===== src/hdl/i2cm_pkg.sv =====
// Shared types, register map, command codes and constants of the I2C master register front end.
package i2cm_pkg;

	localparam int RX_DEPTH_DEF = 256;

	// Item kinds
	localparam logic [1:0] OP_READ  = 2'd0;
	localparam logic [1:0] OP_WRITE = 2'd1;
	localparam logic [1:0] OP_RXB   = 2'd2;

	// Register byte offsets
	localparam logic [15:0] REG_VERSION = 16'h0000;
	localparam logic [15:0] REG_PARAM   = 16'h0004;
	localparam logic [15:0] REG_CTRL    = 16'h0010;
	localparam logic [15:0] REG_STATUS  = 16'h0014;
	localparam logic [15:0] REG_IEN     = 16'h0018;
	localparam logic [15:0] REG_CFG1    = 16'h0024;
	localparam logic [15:0] REG_FIFOST  = 16'h005C;
	localparam logic [15:0] REG_TXCMD   = 16'h0060;
	localparam logic [15:0] REG_RXDATA  = 16'h0070;

	// Command codes in the transmit data word
	localparam logic [2:0] CMD_SEND  = 3'd0;
	localparam logic [2:0] CMD_RECV  = 3'd1;
	localparam logic [2:0] CMD_STOP  = 3'd2;
	localparam logic [2:0] CMD_START = 3'd4;

	// Requests to the bus engine
	localparam logic [2:0] BUS_NONE  = 3'd0;
	localparam logic [2:0] BUS_START = 3'd1;
	localparam logic [2:0] BUS_SEND  = 3'd2;
	localparam logic [2:0] BUS_RECV  = 3'd3;
	localparam logic [2:0] BUS_STOP  = 3'd4;

	// Register values and bit masks
	localparam logic [31:0] VERSION_VAL  = 32'h0100_0003;
	localparam logic [31:0] PARAM_VAL    = 32'h0000_0303;
	localparam logic [31:0] CTL_EN       = 32'h0000_0001;
	localparam logic [31:0] CTL_MOMENT   = 32'h0000_0302;
	localparam logic [31:0] CTL_RXRST    = 32'h0000_0200;
	localparam logic [31:0] ST_TXRDY     = 32'h0000_0001;
	localparam logic [31:0] ST_RXRDY     = 32'h0000_0002;
	localparam logic [31:0] ST_END       = 32'h0000_0100;
	localparam logic [31:0] ST_STOP      = 32'h0000_0200;
	localparam logic [31:0] ST_NACK      = 32'h0000_0400;
	localparam logic [31:0] ST_CLEARABLE = ST_END | ST_STOP | ST_NACK | (32'hF << 11);
	localparam logic [31:0] ST_BUSY      = (32'h1 << 24) | (32'h1 << 25);
	localparam logic [31:0] RX_EMPTY     = 32'h1 << 14;
	localparam logic [31:0] FILL_MASK    = 32'h0000_007F;

	// Receive queue requests for one beat
	typedef struct packed {
		logic push;
		logic pop;
		logic clr;
	} fifo_ctl_t;

	// Result of one beat, before the popped byte is merged in
	typedef struct packed {
		logic [31:0] read_data;
		logic        irq;
		logic [2:0]  bus_cmd;
		logic [6:0]  bus_addr;
		logic        bus_rw;
		logic [7:0]  bus_tx_byte;
		logic [8:0]  bus_rx_count;
	} result_t;

endpackage


===== src/hdl/i2c_master_command_regs.sv =====
// Top level of the I2C master register front end: decode, receive queue and result stage.
//
//  channel | handshake          | beat payload
//  --------+--------------------+------------------------------------------------------
//  in      | in_valid/in_stall  | op, offset, wdata, bus_nack, rx_byte
//  out     | out_valid/out_stall| read_data, irq, bus_cmd, bus_addr, bus_rw,
//          |                    | bus_tx_byte, bus_rx_count
//
// One beat is accepted per cycle while in_stall is low; its result appears on the out
// channel in the cycle after. The rate is set by the receive queue memory: one write port,
// one registered read port. A stalled result holds in the output stage; the in side stalls
// only while that stage is full and out_stall is high. Reset (arst_n low) clears the
// control state and empties the queue at once; the queue memory needs no clearing pass.
module i2c_master_command_regs
	import i2cm_pkg::*;
#(
	parameter int RX_DEPTH = RX_DEPTH_DEF
) (
	input  logic        clk,
	input  logic        arst_n,
	input  logic        in_valid,
	output logic        in_stall,
	input  logic [1:0]  op,
	input  logic [15:0] offset,
	input  logic [31:0] wdata,
	input  logic        bus_nack,
	input  logic [7:0]  rx_byte,
	output logic        out_valid,
	input  logic        out_stall,
	output logic [31:0] read_data,
	output logic        irq,
	output logic [2:0]  bus_cmd,
	output logic [6:0]  bus_addr,
	output logic        bus_rw,
	output logic [7:0]  bus_tx_byte,
	output logic [8:0]  bus_rx_count
);

	localparam int FILL_W = $clog2(RX_DEPTH + 1);

	logic              acc;
	fifo_ctl_t         fifo_ctl;
	result_t           res;
	logic [FILL_W-1:0] fill_q;
	logic              nonempty_nxt;
	logic [7:0]        rdata_q;
	logic              valid_s1;
	logic              pop_s1;
	result_t           res_s1;

	// Stall the input only when a result is waiting and the sink is stalling.
	assign in_stall = valid_s1 && out_stall;
	assign acc      = in_valid && !in_stall;

	i2cm_regs #(
		.RX_DEPTH(RX_DEPTH)
	) u_regs (
		.clk         (clk),
		.arst_n      (arst_n),
		.acc         (acc),
		.op          (op),
		.offset      (offset),
		.wdata       (wdata),
		.bus_nack    (bus_nack),
		.fill_q      (fill_q),
		.nonempty_nxt(nonempty_nxt),
		.fifo_ctl    (fifo_ctl),
		.res         (res)
	);

	i2cm_rx_fifo #(
		.RX_DEPTH(RX_DEPTH)
	) u_rx_fifo (
		.clk         (clk),
		.arst_n      (arst_n),
		.ctl         (fifo_ctl),
		.rx_byte     (rx_byte),
		.fill_q      (fill_q),
		.nonempty_nxt(nonempty_nxt),
		.rdata_q     (rdata_q)
	);

	// Output stage: advance on accept, drop when taken, hold while stalled.
	always_ff @(posedge clk or negedge arst_n) begin
		if (!arst_n) begin
			valid_s1 <= 1'b0;
			pop_s1   <= 1'b0;
		end else if (acc) begin
			valid_s1 <= 1'b1;
			pop_s1   <= fifo_ctl.pop;
		end else if (!out_stall) begin
			valid_s1 <= 1'b0;
		end
	end

	always_ff @(posedge clk) begin
		if (acc) begin
			res_s1 <= res;
		end
	end

	// The memory read register loads only on an accepted pop, so it holds with the stage.
	assign out_valid    = valid_s1;
	assign read_data    = pop_s1 ? 32'(rdata_q) : res_s1.read_data;
	assign irq          = res_s1.irq;
	assign bus_cmd      = res_s1.bus_cmd;
	assign bus_addr     = res_s1.bus_addr;
	assign bus_rw       = res_s1.bus_rw;
	assign bus_tx_byte  = res_s1.bus_tx_byte;
	assign bus_rx_count = res_s1.bus_rx_count;

	// Queue never holds more than its depth.
	a_fill_bound: assert property (@(posedge clk) disable iff (!arst_n)
		fill_q <= FILL_W'(RX_DEPTH))
		else $error("receive queue fill above depth");

	// An accepted pop removes exactly one byte.
	a_pop_dec: assert property (@(posedge clk) disable iff (!arst_n)
		acc && fifo_ctl.pop |=> fill_q == $past(fill_q) - FILL_W'(1))
		else $error("pop did not decrement fill");

	// A pop is only issued against a nonempty queue.
	a_pop_nonempty: assert property (@(posedge clk) disable iff (!arst_n)
		fifo_ctl.pop |-> fill_q != '0)
		else $error("pop issued on empty queue");

	// Input stall only while a result waits in the output stage.
	a_stall_src: assert property (@(posedge clk) disable iff (!arst_n)
		in_stall |-> valid_s1 && out_stall)
		else $error("input stalled without a waiting result");

endmodule


===== src/hdl/i2cm_rx_fifo.sv =====
// Receive byte queue: one synchronous memory with a registered read port.
module i2cm_rx_fifo
	import i2cm_pkg::*;
#(
	parameter int RX_DEPTH = RX_DEPTH_DEF,
	localparam int PTR_W = $clog2(RX_DEPTH),
	localparam int FILL_W = $clog2(RX_DEPTH + 1)
) (
	input  logic              clk,
	input  logic              arst_n,
	input  fifo_ctl_t         ctl,
	input  logic [7:0]        rx_byte,
	output logic [FILL_W-1:0] fill_q,
	output logic              nonempty_nxt,
	output logic [7:0]        rdata_q
);

	logic [7:0]        rx_mem_q [RX_DEPTH];
	logic [PTR_W-1:0]  rd_ptr_q;
	logic [PTR_W:0]    tail_sum;
	logic [PTR_W-1:0]  tail;
	logic              push_ok;
	logic              pop_ok;
	logic [FILL_W-1:0] fill_nxt;

	assign push_ok = ctl.push && (fill_q != FILL_W'(RX_DEPTH));
	assign pop_ok  = ctl.pop && (fill_q != '0);

	// Tail sits fill entries past the head, wrapped once.
	always_comb begin
		tail_sum = (PTR_W + 1)'(rd_ptr_q) + (PTR_W + 1)'(fill_q);
		if (tail_sum >= (PTR_W + 1)'(RX_DEPTH)) begin
			tail_sum = tail_sum - (PTR_W + 1)'(RX_DEPTH);
		end
		tail = tail_sum[PTR_W-1:0];
	end

	always_comb begin
		fill_nxt = fill_q;
		if (ctl.clr) begin
			fill_nxt = '0;
		end else if (push_ok) begin
			fill_nxt = fill_q + FILL_W'(1);
		end else if (pop_ok) begin
			fill_nxt = fill_q - FILL_W'(1);
		end
	end

	assign nonempty_nxt = (fill_nxt != '0);

	always_ff @(posedge clk or negedge arst_n) begin
		if (!arst_n) begin
			fill_q   <= '0;
			rd_ptr_q <= '0;
		end else begin
			fill_q <= fill_nxt;
			if (ctl.clr) begin
				rd_ptr_q <= '0;
			end else if (pop_ok) begin
				rd_ptr_q <= (rd_ptr_q == PTR_W'(RX_DEPTH - 1)) ? '0 : rd_ptr_q + PTR_W'(1);
			end
		end
	end

	// A popped entry was always written at an earlier edge, and a push never
	// lands on the head entry while it holds data, so no bypass is needed.
	always_ff @(posedge clk) begin
		if (push_ok) begin
			rx_mem_q[tail] <= rx_byte;
		end
	end

	always_ff @(posedge clk) begin
		if (pop_ok) begin
			rdata_q <= rx_mem_q[rd_ptr_q];
		end
	end

endmodule


===== src/hdl/i2cm_regs.sv =====
// Control, status, enable and config registers with access and command decode.
module i2cm_regs
	import i2cm_pkg::*;
#(
	parameter int RX_DEPTH = RX_DEPTH_DEF,
	localparam int FILL_W = $clog2(RX_DEPTH + 1)
) (
	input  logic              clk,
	input  logic              arst_n,
	input  logic              acc,
	input  logic [1:0]        op,
	input  logic [15:0]       offset,
	input  logic [31:0]       wdata,
	input  logic              bus_nack,
	input  logic [FILL_W-1:0] fill_q,
	input  logic              nonempty_nxt,
	output fifo_ctl_t         fifo_ctl,
	output result_t           res
);

	logic [31:0] ctrl_q;
	logic [31:0] sticky_q;
	logic [31:0] ien_q;
	logic [31:0] cfg1_q;
	logic [31:0] ctrl_nxt;
	logic [31:0] sticky_nxt;
	logic [31:0] ien_nxt;
	logic [31:0] cfg1_nxt;
	logic [31:0] status_cur;
	logic [31:0] status_nxt;

	assign status_cur = sticky_q | ST_TXRDY | ((fill_q != '0) ? ST_RXRDY : '0);

	always_comb begin
		ctrl_nxt   = ctrl_q;
		sticky_nxt = sticky_q;
		ien_nxt    = ien_q;
		cfg1_nxt   = cfg1_q;
		fifo_ctl   = '0;
		res        = '0;
		case (op)
			OP_READ: begin
				unique case (offset)
					REG_VERSION: res.read_data = VERSION_VAL;
					REG_PARAM:   res.read_data = PARAM_VAL;
					REG_CTRL:    res.read_data = ctrl_q;
					REG_STATUS:  res.read_data = status_cur;
					REG_IEN:     res.read_data = ien_q;
					REG_CFG1:    res.read_data = cfg1_q;
					REG_FIFOST:  res.read_data = (32'(fill_q) & FILL_MASK) << 16;
					REG_RXDATA: begin
						// Popped byte is merged in one stage later.
						if (fill_q == '0) begin
							res.read_data = RX_EMPTY;
						end else begin
							fifo_ctl.pop = acc;
						end
					end
					default: res.read_data = '0;
				endcase
			end
			OP_WRITE: begin
				unique case (offset)
					REG_CTRL: begin
						fifo_ctl.clr = acc && ((wdata & CTL_RXRST) != '0);
						ctrl_nxt     = wdata & ~CTL_MOMENT;
					end
					REG_STATUS: sticky_nxt = sticky_q & ~(wdata & ST_CLEARABLE);
					REG_IEN:    ien_nxt = wdata;
					REG_CFG1:   cfg1_nxt = wdata;
					REG_TXCMD: begin
						if ((ctrl_q & CTL_EN) != '0) begin
							unique case (wdata[10:8])
								CMD_START: begin
									res.bus_cmd  = BUS_START;
									res.bus_addr = wdata[7:1];
									res.bus_rw   = wdata[0];
									sticky_nxt   = sticky_q | (bus_nack ? ST_NACK : ST_BUSY);
								end
								CMD_SEND: begin
									res.bus_cmd     = BUS_SEND;
									res.bus_tx_byte = wdata[7:0];
									if (bus_nack) begin
										sticky_nxt = sticky_q | ST_NACK;
									end
								end
								CMD_RECV: begin
									res.bus_cmd      = BUS_RECV;
									res.bus_rx_count = {1'b0, wdata[7:0]} + 9'd1;
								end
								CMD_STOP: begin
									res.bus_cmd = BUS_STOP;
									sticky_nxt  = (sticky_q | ST_STOP | ST_END) & ~ST_BUSY;
								end
								default: res.bus_cmd = BUS_NONE;
							endcase
						end
					end
					default: ;
				endcase
			end
			OP_RXB: fifo_ctl.push = acc;
			default: ;
		endcase
		status_nxt = sticky_nxt | ST_TXRDY | (nonempty_nxt ? ST_RXRDY : '0);
		res.irq    = ((status_nxt & ien_nxt) != '0);
	end

	always_ff @(posedge clk or negedge arst_n) begin
		if (!arst_n) begin
			ctrl_q   <= '0;
			sticky_q <= '0;
			ien_q    <= '0;
			cfg1_q   <= '0;
		end else if (acc) begin
			ctrl_q   <= ctrl_nxt;
			sticky_q <= sticky_nxt;
			ien_q    <= ien_nxt;
			cfg1_q   <= cfg1_nxt;
		end
	end

endmodule

===== config.mk =====
export PLATFORM = sky130hd
export DESIGN_NAME = i2c_master_command_regs
export DESIGN_NICKNAME = d
export VERILOG_FILES = /design/src/hdl/i2cm_pkg.sv /design/src/hdl/i2c_master_command_regs.sv /design/src/hdl/i2cm_rx_fifo.sv /design/src/hdl/i2cm_regs.sv
export SDC_FILE = /design/constraint.sdc
export NUM_CORES = 2
export LEC_CHECK = 0
export ABC_AREA = 1
export ABC_CLOCK_PERIOD_IN_PS = 8310
export BUFFER_PORTS_ARGS = -buffer_cell sky130_fd_sc_hd__buf_2
export CORE_MARGIN = 3
export CORE_UTILIZATION = 35
export CTS_CLUSTER_SIZE = 12
export DETAILED_ROUTE_END_ITERATION = 8
export PLACE_DENSITY = 0.49
export SETUP_SLACK_MARGIN = 0.15
export SYNTH_ARGS = -nofsm -noshare
export SYNTH_HDL_FRONTEND = slang
export SYNTH_SLANG_ARGS = --single-unit

===== constraint.sdc =====
create_clock -name clk -period 8.31 [get_ports clk]
set_input_delay 0.831 -clock clk [delete_from_list [all_inputs] [get_ports clk]]
set_output_delay 0.831 -clock clk [all_outputs]
set_load 0.05 [all_outputs]

==> metrics.json <==
{
  "outcome": {"value": "complete, no violations"},
  "finClkSkew": {"value": 27.0, "unit": "ps"},
  "antenna_found_initial": {"value": 7},
  "drc_errors": {"value": 0},
  "initial_utilization": {"value": 35.3, "unit": "%"},
  "number_of_drc_markers_in_iteration_0": {"value": 6041},
  "die_area": {"value": 266000, "unit": "um2"},
  "synth_area_per_cell": {"value": 12.3, "unit": "um2"},
  "routed-via-count": {"value": 59600},
  "postSynthNetCount": {"value": 7483},
  "worst_slew_pin_slew": {"value": 1440, "unit": "ps"},
  "clock_insertion_delay_worst_skew": {"value": 860, "unit": "ps"},
  "fin_crit": {"value": 4860, "unit": "ps"},
  "hold_violations": {"value": 0},
  "viasPerCell": {"value": 5.47},
  "final_cell_mix": {"value": "sky130_fd_sc_hd__edfxtp_1, sky130_fd_sc_hd__nor2_1, sky130_fd_sc_hd__o21ai_0, sky130_fd_sc_hd__nand2_1, sky130_fd_sc_hd__nand3_1"},
  "core.rowCount": {"value": 186},
  "final_nets": {"value": 7406},
  "cellPowerDensity": {"value": 232, "unit": "nW/um2"},
  "post-layout-total-power": {"value": 0.0236, "unit": "W"},
  "ys_ff_latch": {"value": 2238},
  "grt_pass1_vias": {"value": 58100},
  "clock_tree.buffer_depth": {"value": 3},
  "setup_viol": {"value": 0},
  "postPlaceCellArea": {"value": 94500, "unit": "um2"},
  "final_min_period_over_clock_period": {"value": 58.5, "unit": "%"},
  "cp_data_required_time": {"value": 9030, "unit": "ps"},
  "worst_vdd_rail_ir_drop": {"value": 0.293, "unit": "mV"},
  "hp-class": {"value": "input pin to flop"},
  "critical_path_start_type": {"value": "flop"},
  "die_w": {"value": 516, "unit": "um"},
  "timing.critical_path.cells": {"value": "buf_4 -> nand2_1 -> inv_4 -> buf_4 -> a21oi_1 -> nand3_1 -> nand3_1 -> nand3_1 -> nand3_1 -> nand2_1"},
  "coreArea": {"value": 258000, "unit": "um2"},
  "layoutNonFillerInstCount": {"value": 10900},
  "seqCellArea": {"value": 66600, "unit": "um2"},
  "multiInputGateArea": {"value": 21300, "unit": "um2"},
  "critical-path-top-delay-family": {"value": "buffers and inverters"},
  "drt_pass1_iterations": {"value": 6},
  "yosys.cell_types.count": {"value": 46},
  "critical_path_peak_fanout": {"value": 64},
  "port_buffers": {"value": 125},
  "grt_overflow": {"value": 0},
  "route.antenna.remaining_nets": {"value": 0},
  "totalWireLength": {"value": 273, "unit": "mm"},
  "num_io_pins": {"value": 126},
  "cts_max_level": {"value": 4},
  "leakage": {"value": 32.6, "unit": "nW"},
  "slowest_delay": {"value": 890, "unit": "ps"},
  "place_hpwl": {"value": 150, "unit": "mm"},
  "layout-drive-gt1-share": {"value": 8.12, "unit": "%"},
  "critical_path_class": {"value": "flop to flop"},
  "chipHeight": {"value": 516, "unit": "um"},
  "cts-root-buf": {"value": "sky130_fd_sc_hd__clkbuf_16"},
  "timing.max_cap.violations": {"value": 0},
  "area.growth.synth_to_final": {"value": 11.5, "unit": "%"},
  "layout.cells.most_common": {"value": "sky130_fd_sc_hd__edfxtp_1"},
  "crit_slowest_cell": {"value": "sky130_fd_sc_hd__buf_4"},
  "final_max_slew_viol_count": {"value": 0},
  "final_cell_area": {"value": 101000, "unit": "um2"},
  "cp_num_buf_inv": {"value": 3},
  "worst-endpoint-arrival": {"value": 5580, "unit": "ps"},
  "fin_hold_ws": {"value": 229, "unit": "ps"},
  "cts_num_sinks": {"value": 2238},
  "numCtsBuffers": {"value": 230},
  "synth-seq-area-share": {"value": 73.2, "unit": "%"},
  "crit_path_frequent_cell": {"value": "sky130_fd_sc_hd__nand3_1"},
  "n_fill_cell": {"value": 24300},
  "grt_util_all_layers": {"value": 20.1, "unit": "%"},
  "rsz_0062_raised_after_global_routing": {"value": "no"},
  "synth_warnings": {"value": 0},
  "critical_path.endpoint_type": {"value": "flop"},
  "placed_cells": {"value": 10500},
  "tritoncts": {"value": "done"},
  "max_freq": {"value": 206, "unit": "MHz"},
  "gp_routability_congestion": {"value": 0.852},
  "worst_slew_margin_rel": {"value": 3.35, "unit": "%"},
  "setup-tns-final": {"value": 0, "unit": "ps"},
  "largest_net_degree_at_the_start_of_global_routing": {"value": 220},
  "post_synth_inst_count": {"value": 7408},
  "grt_pass1_wl": {"value": 399, "unit": "mm"},
  "clkSlewWorstSetupHoldPaths": {"value": 60, "unit": "ps"},
  "routed_wire_length_per_instance": {"value": 25.1, "unit": "um"},
  "synth.cell_area": {"value": 90900, "unit": "um2"}
}
## flip-flops by register name, indices dropped and copies added, names as in the netlist
name / flops
out_valid: 1
bus_rw: 1
bus_tx_byte: 8
u_rx_fifo.rdata_q: 8
pop_s1: 1
bus_addr: 7
irq: 1
u_rx_fifo.fill_q: 9
u_rx_fifo.rd_ptr_q: 8
u_regs.ien_q: 32
u_regs.ctrl_q: 29
bus_cmd: 3
res_s1: 32
u_regs.cfg1_q: 32
u_rx_fifo.rx_mem_q: 2048
bus_rx_count: 9
u_regs.sticky_q: 9
## cell type report
cell class              count  share of cell area, %
repair buffers            234                   1.70
flip-flops and latches   2238                   65.7
clock inverters           110                  0.699
multi-input cells        4464                   21.1
well taps                3384                   4.18
clock buffers             295                   6.02
inverters                 163                  0.628
diodes                      2                0.00494
## routing by layer
| layer | up-vias | global-route usage, % | part of all wire, % |
|---|---|---|---|
| met5 | - | 0 | 0.0048 |
| met4 | 2 | 5.07 | 2.3 |
| met3 | 389 | 2.92 | 6.3 |
| met2 | 2106 | 32.1 | 47 |
| met1 | 30200 | 28.6 | 45 |
| li1 | 26800 | - | - |
## report_power, final
part / internal [W] / switching [W] / leakage (nW)
clock: 0.00531 / 0.00427 / 3.34
combinational: 0.000201 / 0.00131 / 8.60
sequential: 0.0124 / 0.0000493 / 20.7
total: 0.0179 / 0.00563 / 32.6
## what timing repair did
item                                    in CTS  in global routing
buffers inserted                             0                  0
hold buffers                                 1                  0
endpoints found under the setup margin       0                  0
hold endpoints to repair                    12                  0
resized for setup                            0                  0
## Yosys cell counts (all sizes together)
cell type	count	share of area, %
clkinv	6	0.025
dfrtp	121	3.3
nand2	639	2.7
xnor2	1	0.0096
nand4	17	0.12
o311ai	1	0.018
o22ai	270	1.9
buf	253	1.5
o31ai	2	0.017
nand3	335	1.8
nor3	144	0.85
o211ai	212	1.8
o21bai	1	0.0083
a221oi	13	0.13
fa	1	0.022
a31oi	21	0.14
a21oi	119	0.66
o221ai	48	0.46
nand3b	2	0.021
edfxtp	2117	70
a211oi	2	0.017
nor4	3	0.037
and3	1	0.0069
ha	11	0.15
o21a	2	0.017
a22oi	1	0.0083
nor2	1453	6.1
inv	157	0.65
or2	5	0.034
clkbuf	290	1.2
o21ai	1153	6.3
xor2	7	0.092
## cells by family (layout without fill, tap and decap cells)
family          Yosys count  count (layout)  synth area share (%)
simple gates           2599            2599                  11.7
flops                  2238            2238                  73.2
compound gates         1845            1845                  11.4
buf+inv                 706             802                  3.40
fa+ha+maj                12              12                 0.173
xor+xnor                  8               8                 0.102
other cells               0               2                     0
## per-stage QoR
stage               setup slack [ps]  util [%]
global placement                3450      36.7
CTS                             3440      39.3
global route                    3210      39.3
finish                          3450      39.3
detailed placement              3420      36.7
floorplan                       4990         -
## path summary, 6_finish.rpt
path                                  startpoint                    to  slack (ps)  depth (start not counted)
setup / recovery           u_rx_fifo.rd_ptr_q[2]  u_rx_fifo.rdata_q[4]        3450                         10
hold / removal                         out_stall             out_valid         230                          3
setup reg to reg           u_rx_fifo.rd_ptr_q[2]  u_rx_fifo.rdata_q[4]        3450                         10
hold reg to reg                u_regs.ctrl_q[30]     u_regs.ctrl_q[30]         480                          2
max in group asynchronous                 arst_n     u_regs.ctrl_q[29]        6320                          3
min in group asynchronous                 arst_n             out_valid         570                          2
## worst min-delay path: cells and delay by family
family                 cells  cell delay [ps]
and+or+nand+nor            2              150
buffers and inverters      1               80
Power figures use the tool's default switching activity.
